==> src/rtl/core/ptu_pkg.sv <==
package ptu_pkg;

    localparam int REM_W      = 20;
    localparam int DIV_STEPS  = 7;
    localparam int DIV_CNT_W  = $clog2(DIV_STEPS);
    localparam int MAC_LAST   = 4;
    localparam int QUOT_STEP  = 5;
    localparam int QDEPTH     = 2;
    localparam int QPTR_W     = $clog2(QDEPTH);
    localparam int QCNT_W     = $clog2(QDEPTH + 1);

    localparam logic [REM_W-1:0] US_PER_S      = 20'd1000000;
    localparam logic [REM_W-1:0] US_PER_MS     = 20'd1000;
    localparam logic [31:0]      TIMEOUT_RESET = 32'd2000000;
    localparam logic [31:0]      AGE_UNKNOWN   = 32'hFFFF_FFFF;

    // One second is 2^6 * 15625 microseconds. The odd factor is divided by a
    // 59-bit reciprocal that is exact for any 58-bit numerator.
    localparam logic [13:0] SEC_ODD        = 14'd15625;
    localparam logic [72:0] SEC_RECIP_WIDE = ((73'd1 << 72) + 73'd15624) / 73'd15625;
    localparam logic [58:0] SEC_RECIP      = SEC_RECIP_WIDE[58:0];
    // Reciprocal of 1000, exact for numerators below one million.
    localparam logic [20:0] MS_RECIP       = 21'(((1 << 30) + 999) / 1000);

    typedef enum logic [1:0] {
        K_EDGE  = 2'd0,
        K_APPLY = 2'd1,
        K_STAMP = 2'd2,
        K_TICK  = 2'd3
    } kind_t;

    // One classified item as it travels from the front to the back.
    typedef struct packed {
        kind_t        kind;
        logic [63:0]  diff;
        logic         early;
        logic         nocap;
        logic         take;
        logic [31:0]  epoch;
        logic         fix;
    } item_t;

endpackage

==> src/rtl/core/pps_timestamp_unit_top.sv <==
// An edge or apply item goes from the queue straight to the output state; a stamp or
// health tick first passes through the seven-step reciprocal divider. The result side
// can stall the output. The back end works on one item at a time and pops the next only
// when it is idle; a two-entry queue decouples the input.
// Reset is asynchronous and active low: no capture, no pending apply, time invalid,
// epoch and fix cleared, timeout back at two seconds.
module pps_timestamp_unit_top (
    input  logic        clk,
    input  logic        rst_n,
    input  logic        item_valid,
    output logic        item_stall,
    input  logic [1:0]  func,
    input  logic [63:0] time_us,
    input  logic [31:0] epoch_in,
    input  logic        fix_in,
    input  logic        cfg_valid,
    output logic        cfg_ready,
    input  logic [31:0] cfg_data,
    output logic        result_valid,
    input  logic        result_stall,
    output logic [31:0] sec_out,
    output logic [19:0] frac_us,
    output logic        stamp_ok,
    output logic [31:0] age_ms,
    output logic        valid_now,
    output logic        fix_now,
    output logic [31:0] epoch_now
);
    import ptu_pkg::*;

    logic  q_valid;
    logic  q_pop;
    item_t q_item;

    ptu_front u_front (
        .clk        (clk),
        .rst_n      (rst_n),
        .item_valid (item_valid),
        .item_stall (item_stall),
        .func       (func),
        .time_us    (time_us),
        .epoch_in   (epoch_in),
        .fix_in     (fix_in),
        .q_valid    (q_valid),
        .q_item     (q_item),
        .q_pop      (q_pop)
    );

    ptu_back u_back (
        .clk          (clk),
        .rst_n        (rst_n),
        .q_valid      (q_valid),
        .q_item       (q_item),
        .q_pop        (q_pop),
        .cfg_valid    (cfg_valid),
        .cfg_ready    (cfg_ready),
        .cfg_data     (cfg_data),
        .result_valid (result_valid),
        .result_stall (result_stall),
        .sec_out      (sec_out),
        .frac_us      (frac_us),
        .stamp_ok     (stamp_ok),
        .age_ms       (age_ms),
        .valid_now    (valid_now),
        .fix_now      (fix_now),
        .epoch_now    (epoch_now)
    );

    a_pop_needs_entry: assert property (@(posedge clk) disable iff (!rst_n)
        q_pop |-> q_valid)
        else $error("queue popped while empty");

    a_frac_range: assert property (@(posedge clk) disable iff (!rst_n)
        result_valid |-> (frac_us < US_PER_S))
        else $error("fraction out of range");

    a_ok_implies_valid: assert property (@(posedge clk) disable iff (!rst_n)
        (result_valid && stamp_ok) |-> valid_now)
        else $error("stamp marked ok while time invalid");

    a_tick_fields: assert property (@(posedge clk) disable iff (!rst_n)
        (result_valid && (age_ms != 32'd0))
            |-> (sec_out == 32'd0 && frac_us == 20'd0 && !stamp_ok))
        else $error("stamp fields set on a health tick result");

endmodule

==> src/rtl/core/ptu_cdiv.sv <==
module ptu_cdiv (
    input  logic                  clk,
    input  logic                  rst_n,
    input  logic                  start,
    input  logic [63:0]           dividend,
    output logic                  done,
    output logic [31:0]           quot,
    output logic [19:0]           rem,
    output logic [31:0]           quot_ms
);
    import ptu_pkg::*;

    logic                 busy_reg;
    logic                 done_reg;
    logic [DIV_CNT_W-1:0] cnt_reg;
    logic [57:0]          num_reg;
    logic [5:0]           low_reg;
    logic [58:0]          pp_reg;
    logic [116:0]         acc_reg;
    logic [31:0]          quot_reg;
    logic [19:0]          rem_reg;
    logic [31:0]          ms_reg;
    logic [28:0]          mul_a;
    logic [29:0]          mul_b;
    logic [116:0]         pp_shifted;
    logic [31:0]          q_low;
    logic [27:0]          q_odd_prod;
    logic [13:0]          rem_odd;
    logic [40:0]          ms_frac_prod;
    logic                 last;

    // Steps 0 to 3 form one 29x30 partial product each, steps 1 to 4 add the
    // previous one into the accumulator, step 5 takes the quotient and the
    // remainder, step 6 derives the millisecond quotient from them.
    always_comb
    begin
        mul_a = num_reg[28:0];
        mul_b = SEC_RECIP[29:0];
        case (cnt_reg)
            DIV_CNT_W'(1):
            begin
                mul_a = num_reg[57:29];
                mul_b = SEC_RECIP[29:0];
            end
            DIV_CNT_W'(2):
            begin
                mul_a = num_reg[28:0];
                mul_b = {1'b0, SEC_RECIP[58:30]};
            end
            DIV_CNT_W'(3):
            begin
                mul_a = num_reg[57:29];
                mul_b = {1'b0, SEC_RECIP[58:30]};
            end
            default:
            begin
                mul_a = num_reg[28:0];
                mul_b = SEC_RECIP[29:0];
            end
        endcase
    end

    always_comb
    begin
        case (cnt_reg)
            DIV_CNT_W'(2): pp_shifted = {29'd0, pp_reg, 29'd0};
            DIV_CNT_W'(3): pp_shifted = {28'd0, pp_reg, 30'd0};
            DIV_CNT_W'(4): pp_shifted = {pp_reg[57:0], 59'd0};
            default:       pp_shifted = {58'd0, pp_reg};
        endcase
    end

    // The true remainder is below 2^14, so the low bits of the product suffice.
    assign q_low        = acc_reg[103:72];
    assign q_odd_prod   = {14'd0, q_low[13:0]} * {14'd0, SEC_ODD};
    assign rem_odd      = num_reg[13:0] - q_odd_prod[13:0];
    assign ms_frac_prod = {21'd0, rem_reg} * {20'd0, MS_RECIP};

    assign last = (cnt_reg == DIV_CNT_W'(DIV_STEPS - 1));

    always_ff @(posedge clk or negedge rst_n)
    begin
        if (!rst_n)
        begin
            busy_reg <= 1'b0;
            done_reg <= 1'b0;
            cnt_reg  <= '0;
        end
        else
        begin
            done_reg <= busy_reg && last;
            if (start)
            begin
                busy_reg <= 1'b1;
                cnt_reg  <= '0;
            end
            else if (busy_reg)
            begin
                cnt_reg <= cnt_reg + 1'b1;
                if (last)
                    busy_reg <= 1'b0;
            end
        end
    end

    always_ff @(posedge clk)
    begin
        if (start)
        begin
            num_reg <= dividend[63:6];
            low_reg <= dividend[5:0];
            pp_reg  <= '0;
            acc_reg <= '0;
        end
        else if (busy_reg)
        begin
            pp_reg <= {30'd0, mul_a} * {29'd0, mul_b};
            if (cnt_reg <= DIV_CNT_W'(MAC_LAST))
                acc_reg <= acc_reg + pp_shifted;
            if (cnt_reg == DIV_CNT_W'(QUOT_STEP))
            begin
                quot_reg <= q_low;
                rem_reg  <= {rem_odd, low_reg};
            end
            if (last)
                ms_reg <= quot_reg * {12'd0, US_PER_MS} + {21'd0, ms_frac_prod[40:30]};
        end
    end

    assign done    = done_reg;
    assign quot    = quot_reg;
    assign rem     = rem_reg;
    assign quot_ms = ms_reg;

endmodule

==> src/rtl/core/ptu_front.sv <==
module ptu_front (
    input  logic            clk,
    input  logic            rst_n,
    input  logic            item_valid,
    output logic            item_stall,
    input  logic [1:0]      func,
    input  logic [63:0]     time_us,
    input  logic [31:0]     epoch_in,
    input  logic            fix_in,
    output logic            q_valid,
    output ptu_pkg::item_t  q_item,
    input  logic            q_pop
);
    import ptu_pkg::*;

    logic [63:0]       capture_reg;
    logic              pending_reg;
    logic [QCNT_W-1:0] count_reg;
    logic [QPTR_W-1:0] wr_ptr_reg;
    logic [QPTR_W-1:0] rd_ptr_reg;
    item_t             fifo_reg [QDEPTH];
    item_t             push_item;
    logic [64:0]       diff_ext;
    logic              accept;

    assign item_stall = (count_reg == QCNT_W'(QDEPTH));
    assign accept     = item_valid && !item_stall;
    assign q_valid    = (count_reg != '0);
    assign q_item     = fifo_reg[rd_ptr_reg];

    // The borrow of the subtraction tells whether the time lies before the capture.
    assign diff_ext = {1'b0, time_us} - {1'b0, capture_reg};

    always_comb
    begin
        push_item.kind   = kind_t'(func);
        push_item.diff   = diff_ext[63:0];
        push_item.early  = diff_ext[64];
        push_item.nocap  = (capture_reg == 64'd0);
        push_item.take   = (kind_t'(func) == K_APPLY) && pending_reg;
        push_item.epoch  = epoch_in;
        push_item.fix    = fix_in;
    end

    always_ff @(posedge clk or negedge rst_n)
    begin
        if (!rst_n)
        begin
            capture_reg <= '0;
            pending_reg <= 1'b0;
            count_reg   <= '0;
            wr_ptr_reg  <= '0;
            rd_ptr_reg  <= '0;
        end
        else
        begin
            if (accept)
            begin
                case (kind_t'(func))
                    K_EDGE:
                    begin
                        capture_reg <= time_us;
                        pending_reg <= 1'b1;
                    end
                    K_APPLY:
                    begin
                        pending_reg <= 1'b0;
                    end
                    default:
                    begin
                        pending_reg <= pending_reg;
                    end
                endcase
                wr_ptr_reg <= QPTR_W'(wr_ptr_reg + 1'b1);
            end
            if (q_pop)
                rd_ptr_reg <= QPTR_W'(rd_ptr_reg + 1'b1);
            if (accept && !q_pop)
                count_reg <= count_reg + 1'b1;
            else if (!accept && q_pop)
                count_reg <= count_reg - 1'b1;
        end
    end

    always_ff @(posedge clk)
    begin
        if (accept)
            fifo_reg[wr_ptr_reg] <= push_item;
    end

endmodule

==> src/rtl/core/ptu_back.sv <==
module ptu_back (
    input  logic            clk,
    input  logic            rst_n,
    input  logic            q_valid,
    input  ptu_pkg::item_t  q_item,
    output logic            q_pop,
    input  logic            cfg_valid,
    output logic            cfg_ready,
    input  logic [31:0]     cfg_data,
    output logic            result_valid,
    input  logic            result_stall,
    output logic [31:0]     sec_out,
    output logic [19:0]     frac_us,
    output logic            stamp_ok,
    output logic [31:0]     age_ms,
    output logic            valid_now,
    output logic            fix_now,
    output logic [31:0]     epoch_now
);
    import ptu_pkg::*;

    typedef enum logic [2:0] {
        B_IDLE = 3'b001,
        B_DIV  = 3'b010,
        B_OUT  = 3'b100
    } bstate_t;

    bstate_t     state_reg, state_next;
    item_t       cur_reg;
    logic [31:0] timeout_reg;
    logic [31:0] epoch_reg, epoch_next;
    logic        fix_reg, fix_next;
    logic        valid_reg, valid_next;
    logic        res_valid_reg;
    logic [31:0] sec_reg, sec_next;
    logic [19:0] frac_reg, frac_next;
    logic        ok_reg, ok_next;
    logic [31:0] age_reg, age_next;
    logic        emit;
    logic        slot_free;
    logic        div_start;
    logic [63:0] dividend_s;
    logic        done_s;
    logic [31:0] quot_s;
    logic [31:0] quot_ms;
    logic [19:0] rem_s;

    // Clamped difference for a stamp, raw difference for a tick; the
    // millisecond quotient is only used on a tick.
    assign dividend_s = (q_item.kind == K_STAMP && q_item.diff[63]) ? 64'd0 : q_item.diff;

    ptu_cdiv u_div_s (
        .clk      (clk),
        .rst_n    (rst_n),
        .start    (div_start),
        .dividend (dividend_s),
        .done     (done_s),
        .quot     (quot_s),
        .rem      (rem_s),
        .quot_ms  (quot_ms)
    );

    assign cfg_ready = 1'b1;
    assign slot_free = !res_valid_reg || !result_stall;

    always_comb
    begin
        state_next = state_reg;
        q_pop      = 1'b0;
        div_start  = 1'b0;
        emit       = 1'b0;
        case (state_reg)
            B_IDLE:
            begin
                if (q_valid)
                begin
                    q_pop = 1'b1;
                    if (q_item.kind == K_STAMP || q_item.kind == K_TICK)
                    begin
                        div_start  = 1'b1;
                        state_next = B_DIV;
                    end
                    else
                    begin
                        state_next = B_OUT;
                    end
                end
            end
            B_DIV:
            begin
                if (done_s)
                    state_next = B_OUT;
            end
            B_OUT:
            begin
                if (slot_free)
                begin
                    emit       = 1'b1;
                    state_next = B_IDLE;
                end
            end
            default:
            begin
                state_next = B_IDLE;
            end
        endcase
    end

    always_comb
    begin
        epoch_next = epoch_reg;
        fix_next   = fix_reg;
        valid_next = valid_reg;
        sec_next   = '0;
        frac_next  = '0;
        ok_next    = 1'b0;
        age_next   = '0;
        case (cur_reg.kind)
            K_APPLY:
            begin
                if (cur_reg.take)
                begin
                    epoch_next = cur_reg.epoch;
                    fix_next   = cur_reg.fix;
                    valid_next = 1'b1;
                end
            end
            K_STAMP:
            begin
                if (!cur_reg.nocap)
                begin
                    sec_next  = epoch_reg + quot_s;
                    frac_next = rem_s;
                    ok_next   = valid_reg;
                end
            end
            K_TICK:
            begin
                age_next = (cur_reg.nocap || cur_reg.early) ? AGE_UNKNOWN : quot_ms;
                if (!cur_reg.nocap && (cur_reg.diff > {32'd0, timeout_reg}))
                begin
                    if (valid_reg)
                        epoch_next = epoch_reg + quot_s;
                    valid_next = 1'b0;
                end
            end
            default:
            begin
                epoch_next = epoch_reg;
            end
        endcase
    end

    always_ff @(posedge clk or negedge rst_n)
    begin
        if (!rst_n)
        begin
            state_reg     <= B_IDLE;
            timeout_reg   <= TIMEOUT_RESET;
            epoch_reg     <= '0;
            fix_reg       <= 1'b0;
            valid_reg     <= 1'b0;
            res_valid_reg <= 1'b0;
        end
        else
        begin
            state_reg     <= state_next;
            res_valid_reg <= emit || (res_valid_reg && result_stall);
            if (cfg_valid && cfg_ready)
                timeout_reg <= cfg_data;
            if (emit)
            begin
                epoch_reg <= epoch_next;
                fix_reg   <= fix_next;
                valid_reg <= valid_next;
            end
        end
    end

    always_ff @(posedge clk)
    begin
        if (q_pop)
            cur_reg <= q_item;
        if (emit)
        begin
            sec_reg  <= sec_next;
            frac_reg <= frac_next;
            ok_reg   <= ok_next;
            age_reg  <= age_next;
        end
    end

    // The epoch, fix and time-valid registers only change on a transfer into the output register.
    assign result_valid = res_valid_reg;
    assign sec_out      = sec_reg;
    assign frac_us      = frac_reg;
    assign stamp_ok     = ok_reg;
    assign age_ms       = age_reg;
    assign valid_now    = valid_reg;
    assign fix_now      = fix_reg;
    assign epoch_now    = epoch_reg;

endmodule
==> config.mk <==
export PLATFORM = sky130hd
export DESIGN_NAME = pps_timestamp_unit_top
export DESIGN_NICKNAME = d
export VERILOG_FILES = /design/src/rtl/core/ptu_pkg.sv /design/src/rtl/core/pps_timestamp_unit_top.sv /design/src/rtl/core/ptu_cdiv.sv /design/src/rtl/core/ptu_front.sv /design/src/rtl/core/ptu_back.sv
export SDC_FILE = /design/constraint.sdc
export NUM_CORES = 2
export LEC_CHECK = 0
export ABC_AREA = 0
export BUFFER_PORTS_ARGS = -buffer_cell sky130_fd_sc_hd__buf_2
export CORE_MARGIN = 5
export CORE_UTILIZATION = 40
export CTS_CLUSTER_SIZE = 14
export DETAILED_ROUTE_END_ITERATION = 7
export PLACE_DENSITY = 0.65
export SYNTH_ARGS = -nofsm -noshare
export SYNTH_HDL_FRONTEND = slang
export SYNTH_SLANG_ARGS = --single-unit
==> constraint.sdc <==
create_clock -name clk -period 27.3 [get_ports clk]
set_input_delay 2.73 -clock clk [delete_from_list [all_inputs] [get_ports clk]]
set_output_delay 2.73 -clock clk [all_outputs]
set_load 0.01 [all_outputs]
# Word-level counts from Yosys, hierarchy flattened
# Memory sizes are Yosys's and may differ from the RTL's.
# Cells that the tools add are included.
# word_totals
ff_bits	655
mem_bits_rw	204
mem_count	1
# classes
add_sub_neg	10
n_mul	4
magnitude_cmp	2
eq_ne	22
mux	33
n_bitwise	2
n_reduce_logical	37
# memory_table
name	words	width	read_ports	rd_clocked_by_memory_dff	write_ports	line	source
u_front.fifo_reg	2	102	1	0	1	ptu_front.sv:21	item_t fifo_reg [QDEPTH];
# ops
operator	count
$pmux W117 S3	1
$mux W32	4
$add A117 B117 Y117	1
$sub A64 B64 Y65	1
$gt A64 B32 Y1	1
$logic_not A64 Y1	1
$pmux W32 S2	1
$mul A29 B30 Y59	1
$mul A20 B20 Y40 const B	1
$add A32 B11 Y32	1
$add A32 B32 Y32	1
$mul A32 B7 Y29 const B	1
$mux W30	1
$mux W29	1
$mux W3	6
$mul A14 B11 Y14 const B	1
$mux W1	14
$sub A14 B14 Y14	1
$eq A3 B3 Y1 const B	4
$reduce_and A3 Y1	4
$eq A2 B2 Y1 const B	5
$reduce_bool A2 Y1	5
$eq A3 B2 Y1 const B	3
$pmux W3 S3	1
20 further kinds	49

# Longest topological paths before layout
# An unclocked memory read counts as a cell.
# logic_depth
word_depth	8
ltp_mapped	39
ltp_nobuf	36

# Hierarchy
# From an unflattened synthesis, not the netlist that was laid out.
# hier_totals
hier_cells	7657
hier_area_um2	76358.2
# modules_own_cells
module	instances	cells_each	area_each_um2	seq_area_each_um2
ptu_cdiv	1	5402	50265.7	7792.5
ptu_front	1	1195	13923.4	7852.5
ptu_back	1	1060	12169.2	7377.1

# Worst setup path before layout
# No wires, ideal clock.
# synth_path
path_type	register -> register
start	register u_back.u_div_s.cnt_reg[0]
end	register u_back.u_div_s.pp_reg[44]
setup_ns	0.223
arrival_time_ns	9.327
required_time_ns	27.077
slack_ns	17.750
path_stages_with_launch	37
path_buffers	3
period_less_slack_ns	9.550
cell_sequence	dfrtp_1 ha_1 ha_1 clkbuf_1 a21oi_1 buf_1 buf_1 mux2_2 inv_1 nor2_1 inv_1 fa_1 inv_1 fa_1 inv_1 fa_1 fa_1 inv_1 fa_1 fa_1 fa_1 inv_1 fa_1 inv_1 ha_1 a21o_1 a21o_1 a21oi_1 o21ai_0 a221oi_1 o221ai_1 a21oi_1 o21ai_0 a311oi_1 xnor2_1 mux2i_1 nor2_1
# synth_between
elab_chain_cells	4
word_cells_on_any_way	8
cone_classes	mul: 1; eq/ne: 3; mux: 2; reduce/logical: 2
# synth_lines
element	line	source
start: declaration	ptu_cdiv.sv:15	logic [DIV_CNT_W-1:0] cnt_reg;
start signal: assignment	ptu_cdiv.sv:99	cnt_reg <= cnt_reg + 1'b1;
$eq A3 B2 Y1 / $eq A3 B1 Y1 (equally long branches)	ptu_cdiv.sv:39	case (cnt_reg)
$reduce_or A2 Y1 (no line)	n/a	
$mux W29 / $mux W30 (equally long branches)	ptu_cdiv.sv:39	
$mul A29 B30 Y59 *	ptu_cdiv.sv:117	pp_reg <= {30'd0, mul_a} * {29'd0, mul_b};
end signal: assignment	ptu_cdiv.sv:117	
end: declaration	ptu_cdiv.sv:18	logic [58:0] pp_reg;
# Every way passes the cells marked *; elsewhere a longest branch is shown, timed or not.
# A chain may end at the register's enable or synchronous reset.

# Worst setup path after layout
# layout_path
start	register u_back.u_div_s.cnt_reg[2]
end	register u_back.u_div_s.pp_reg[56]
# The elaborated chain is that of the path after synthesis.

==> impl_metrics.env <==
export IMPL_tightest_slew_ns=1.20
export IMPL_crit_path_frequent_cell="inv_1"
export IMPL_num_rows=159
export IMPL_h_tree_depth=3
export IMPL_clock_latency_ns=0.73
export IMPL_dr_wl_met3_mm=10.7
export IMPL_synth_area_sq_mm=0.0751
export IMPL_grt_antenna_before_repair=14
export IMPL_design_portCount=258
export IMPL_synth_enable_flop_cells=539
export IMPL_timing_final_ws_setup_ns=16.65
export IMPL_fin_tns_setup_ns=0
export IMPL_clock_skew_ns=0.0645
export IMPL_r2r_end="u_back.u_div_s.pp_reg[56]$_SDFFE_PP0P_"
export IMPL_drc=152
export IMPL_ys_ff_latch=844
export IMPL_cts_buffers=92
export IMPL_multi_input_area_sq_mm=0.0464
export IMPL_clk_pin_slew_ns=0.06
export IMPL_dr_max_layer_used="met4"
export IMPL_slew_violations=0
export IMPL_cts_root_buf="clkbuf_16"
export IMPL_min_path_type="flop to flop"
export IMPL_routed_wl_mm=220
export IMPL_post_synth_cell_area_avg_sq_um=10.1
export IMPL_gp_congestion=0.981
export IMPL_largest_reg_flops=204
export IMPL_syn_inst=7452
export IMPL_hold_slack_ns=0.457
export IMPL_holdPathStages=2
export IMPL_critPathArrivalTime_ns=11.26
export IMPL_final_common_cell="inv_1"
export IMPL_place_inst=9994
export IMPL_outcome="complete, but fails checks"
export IMPL_yosys_warnings=0
export IMPL_post_cts_buffers=0
export IMPL_clk_path_buf_depth=3
export IMPL_r2r_cells=36
export IMPL_hold_path_end="u_back.u_div_s.acc_reg[27]$_SDFFE_PP0P_"
export IMPL_firstDrtPassIters=8
export IMPL_mostFrequentLayoutCells="inv_1, ha_1, fa_1"
export IMPL_routed_via_density=5.32
export IMPL_r2r_setup_slack_ns=16.65
export IMPL_hp_start="u_back.u_div_s.acc_reg[27]$_SDFFE_PP0P_"
export IMPL_cp_max_fo=29
export IMPL_synthFlopType="edfxtp_1"
export IMPL_rsz0062_at_grt="no"
export IMPL_grt_max_degree=98
export IMPL_cts_sinks=844
export IMPL_die_area_sq_mm=0.197
export IMPL_drive_gt1_share_pct=8.20
export IMPL_grt_pass1_vias=55300
export IMPL_critPathRequiredTime_ns=27.91
export IMPL_slowest_delay_ns=0.70
export IMPL_violations="design-rule violations"
export IMPL_hpwlAfterDp_mm=180
export IMPL_dp_worst_setup_slack_ns=16.75
export IMPL_met2WireLength_mm=104
export IMPL_postCtsResizedCells=0
export IMPL_drt_iter0_drc=4748
export IMPL_min_period_ns=10.65
export IMPL_crit_path_end_kind="flop"
export IMPL_cts_tree="done"
export IMPL_reg2reg_from="u_back.u_div_s.cnt_reg[2]$_DFFE_PN0P_"
export IMPL_fmax_mhz=93.9
export IMPL_die_h_microns=443
export IMPL_wl_per_cell_microns=21.6
export IMPL_die_width_microns=443
export IMPL_n_fill_cell=17700
export IMPL_synthArstFlopShare_pct=17.1
export IMPL_crit_slowest_cell="dfrtp_1"
export IMPL_core_area_sq_mm=0.187
export IMPL_path_class="flop to flop"
export IMPL_grt_pass1_wl_mm=334
export IMPL_ctsHoldBuffers=0
export IMPL_period_share_pct=39.0
export IMPL_start_kind="flop"
export IMPL_io_buffers=256
export IMPL_final_antenna_net_count=0
export IMPL_start_util_pct=40.1
export IMPL_synth_distinct_cells=96
export IMPL_maxCapViolations=0
export IMPL_num_nets_final=9313
export IMPL_hold_viol_final=0
export IMPL_grt_usage_pct=22.0
export IMPL_final_cells=10200
export IMPL_grt_remaining_overflow=0
export IMPL_seqCellArea_sq_mm=0.0230
export IMPL_detailroute_via_count=54200
export IMPL_relSlewSlack_pct=20.1
export IMPL_wl_met1_mm=93.1
export IMPL_area_growth_pct=9.09
export IMPL_yosysSeqAreaShare_pct=30.7
export IMPL_setup_violations=0
[worst max-delay path by stage]
stage	start	endpoint	slack [ns]	depth (start not counted)
global placement	u_back.u_div_s.cnt_reg[2]$_DFFE_PN0P_	u_back.u_div_s.pp_reg[56]$_SDFFE_PP0P_	16.91	36
detailed placement	u_back.u_div_s.cnt_reg[2]$_DFFE_PN0P_	u_back.u_div_s.pp_reg[56]$_SDFFE_PP0P_	16.75	33
finish	u_back.u_div_s.cnt_reg[2]$_DFFE_PN0P_	u_back.u_div_s.pp_reg[56]$_SDFFE_PP0P_	16.65	36
global route	u_back.u_div_s.cnt_reg[2]$_DFFE_PN0P_	u_back.u_div_s.pp_reg[52]$_SDFFE_PP0P_	16.11	36
floorplan	u_back.u_div_s.cnt_reg[0]$_DFFE_PN0P_	u_back.u_div_s.pp_reg[44]$_SDFFE_PP0P_	17.75	36
CTS	u_back.u_div_s.cnt_reg[2]$_DFFE_PN0P_	u_back.u_div_s.pp_reg[56]$_SDFFE_PP0P_	16.73	33
[metrics by stage]
stage / utilization (%) / cell area (sq um)
global placement: 42.2 / 79000
floorplan: - / 75200
detailed placement: 42.2 / 79000
finish: 43.8 / 81900
CTS: 43.8 / 81900
global route: 43.8 / 81900
[synthesized netlist by cell type, drive strengths merged (7+ instances only)]
| cell | count | area share (%) |
|---|---|---|
| xnor2 | 213 | 2.5 |
| o21a | 34 | 0.34 |
| mux2 | 120 | 1.8 |
| or2 | 18 | 0.15 |
| nand3 | 93 | 0.62 |
| inv | 1283 | 6.4 |
| a211o | 7 | 0.082 |
| o21ai | 343 | 2.3 |
| a21oi | 445 | 3.0 |
| a221oi | 9 | 0.11 |
| and2 | 56 | 0.47 |
| nor3b | 8 | 0.080 |
| o31a | 7 | 0.082 |
| nor3 | 63 | 0.42 |
| o22ai | 7 | 0.058 |
| buf | 33 | 0.19 |
| xor2 | 107 | 1.2 |
| dfrtp | 136 | 4.5 |
| a21boi | 78 | 0.78 |
| dfstp | 8 | 0.28 |
| o31ai | 21 | 0.26 |
| nand2b | 32 | 0.27 |
| nor4 | 45 | 0.39 |
| o21bai | 56 | 0.56 |
| nor2 | 445 | 2.2 |
| a211oi | 37 | 0.38 |
| and4 | 8 | 0.097 |
| dfxtp | 161 | 4.3 |
| nand4 | 100 | 0.83 |
| nand2 | 541 | 2.7 |
| ha | 853 | 14 |
| fa | 731 | 19 |
| a21o | 206 | 2.1 |
| and3 | 41 | 0.34 |
| edfxtp | 539 | 22 |
| or3 | 16 | 0.13 |
| nor2b | 38 | 0.32 |
| a222oi | 56 | 0.75 |
| clkbuf | 246 | 1.2 |
| mux2i | 66 | 0.88 |
| o211ai | 20 | 0.21 |
| a31oi | 35 | 0.31 |
[logic make-up after synthesis]
family / share of synthesized area, %
flip-flops: 30.7
buffers and inverters: 7.85
AND/OR/NAND/NOR: 9.19
AO/OA/AOI/OAI: 12.2
multiplexers: 2.68
adder cells (fa/ha/maj): 33.7
XOR/XNOR: 3.73
other: 0.0100
[area by class of cell]
type                       instances  area share, %
multi-input combinational       5076           56.7
sequential                       844           28.1
inverter                        1286           5.90
tap                             2495           3.81
clock buffer                     126           3.05
timing repair buffer             293           1.91
clock inverter                    45          0.531
antenna                           11         0.0336
[critical path, delay by kind of cell, from the launching register on]
kind / cells / cell delay (ns)
adders and majority gates: 10 / 4.51
and+or+nand+nor: 5 / 0.69
buffers and inverters: 10 / 1.52
DFF: 1 / 0.70
AOI/OAI and AO/OA: 10 / 2.58
muxes: 1 / 0.46
[layer usage]
layer	global-route usage, %	up-vias
met1	29.1	26800
met2	36.6	1631
met5	0	-
li1	-	25400
met3	2.15	393
met4	10.0	0
Power is not shown: default switching activity piles up to over one toggle a cycle in this logic, so the estimate is an artifact.
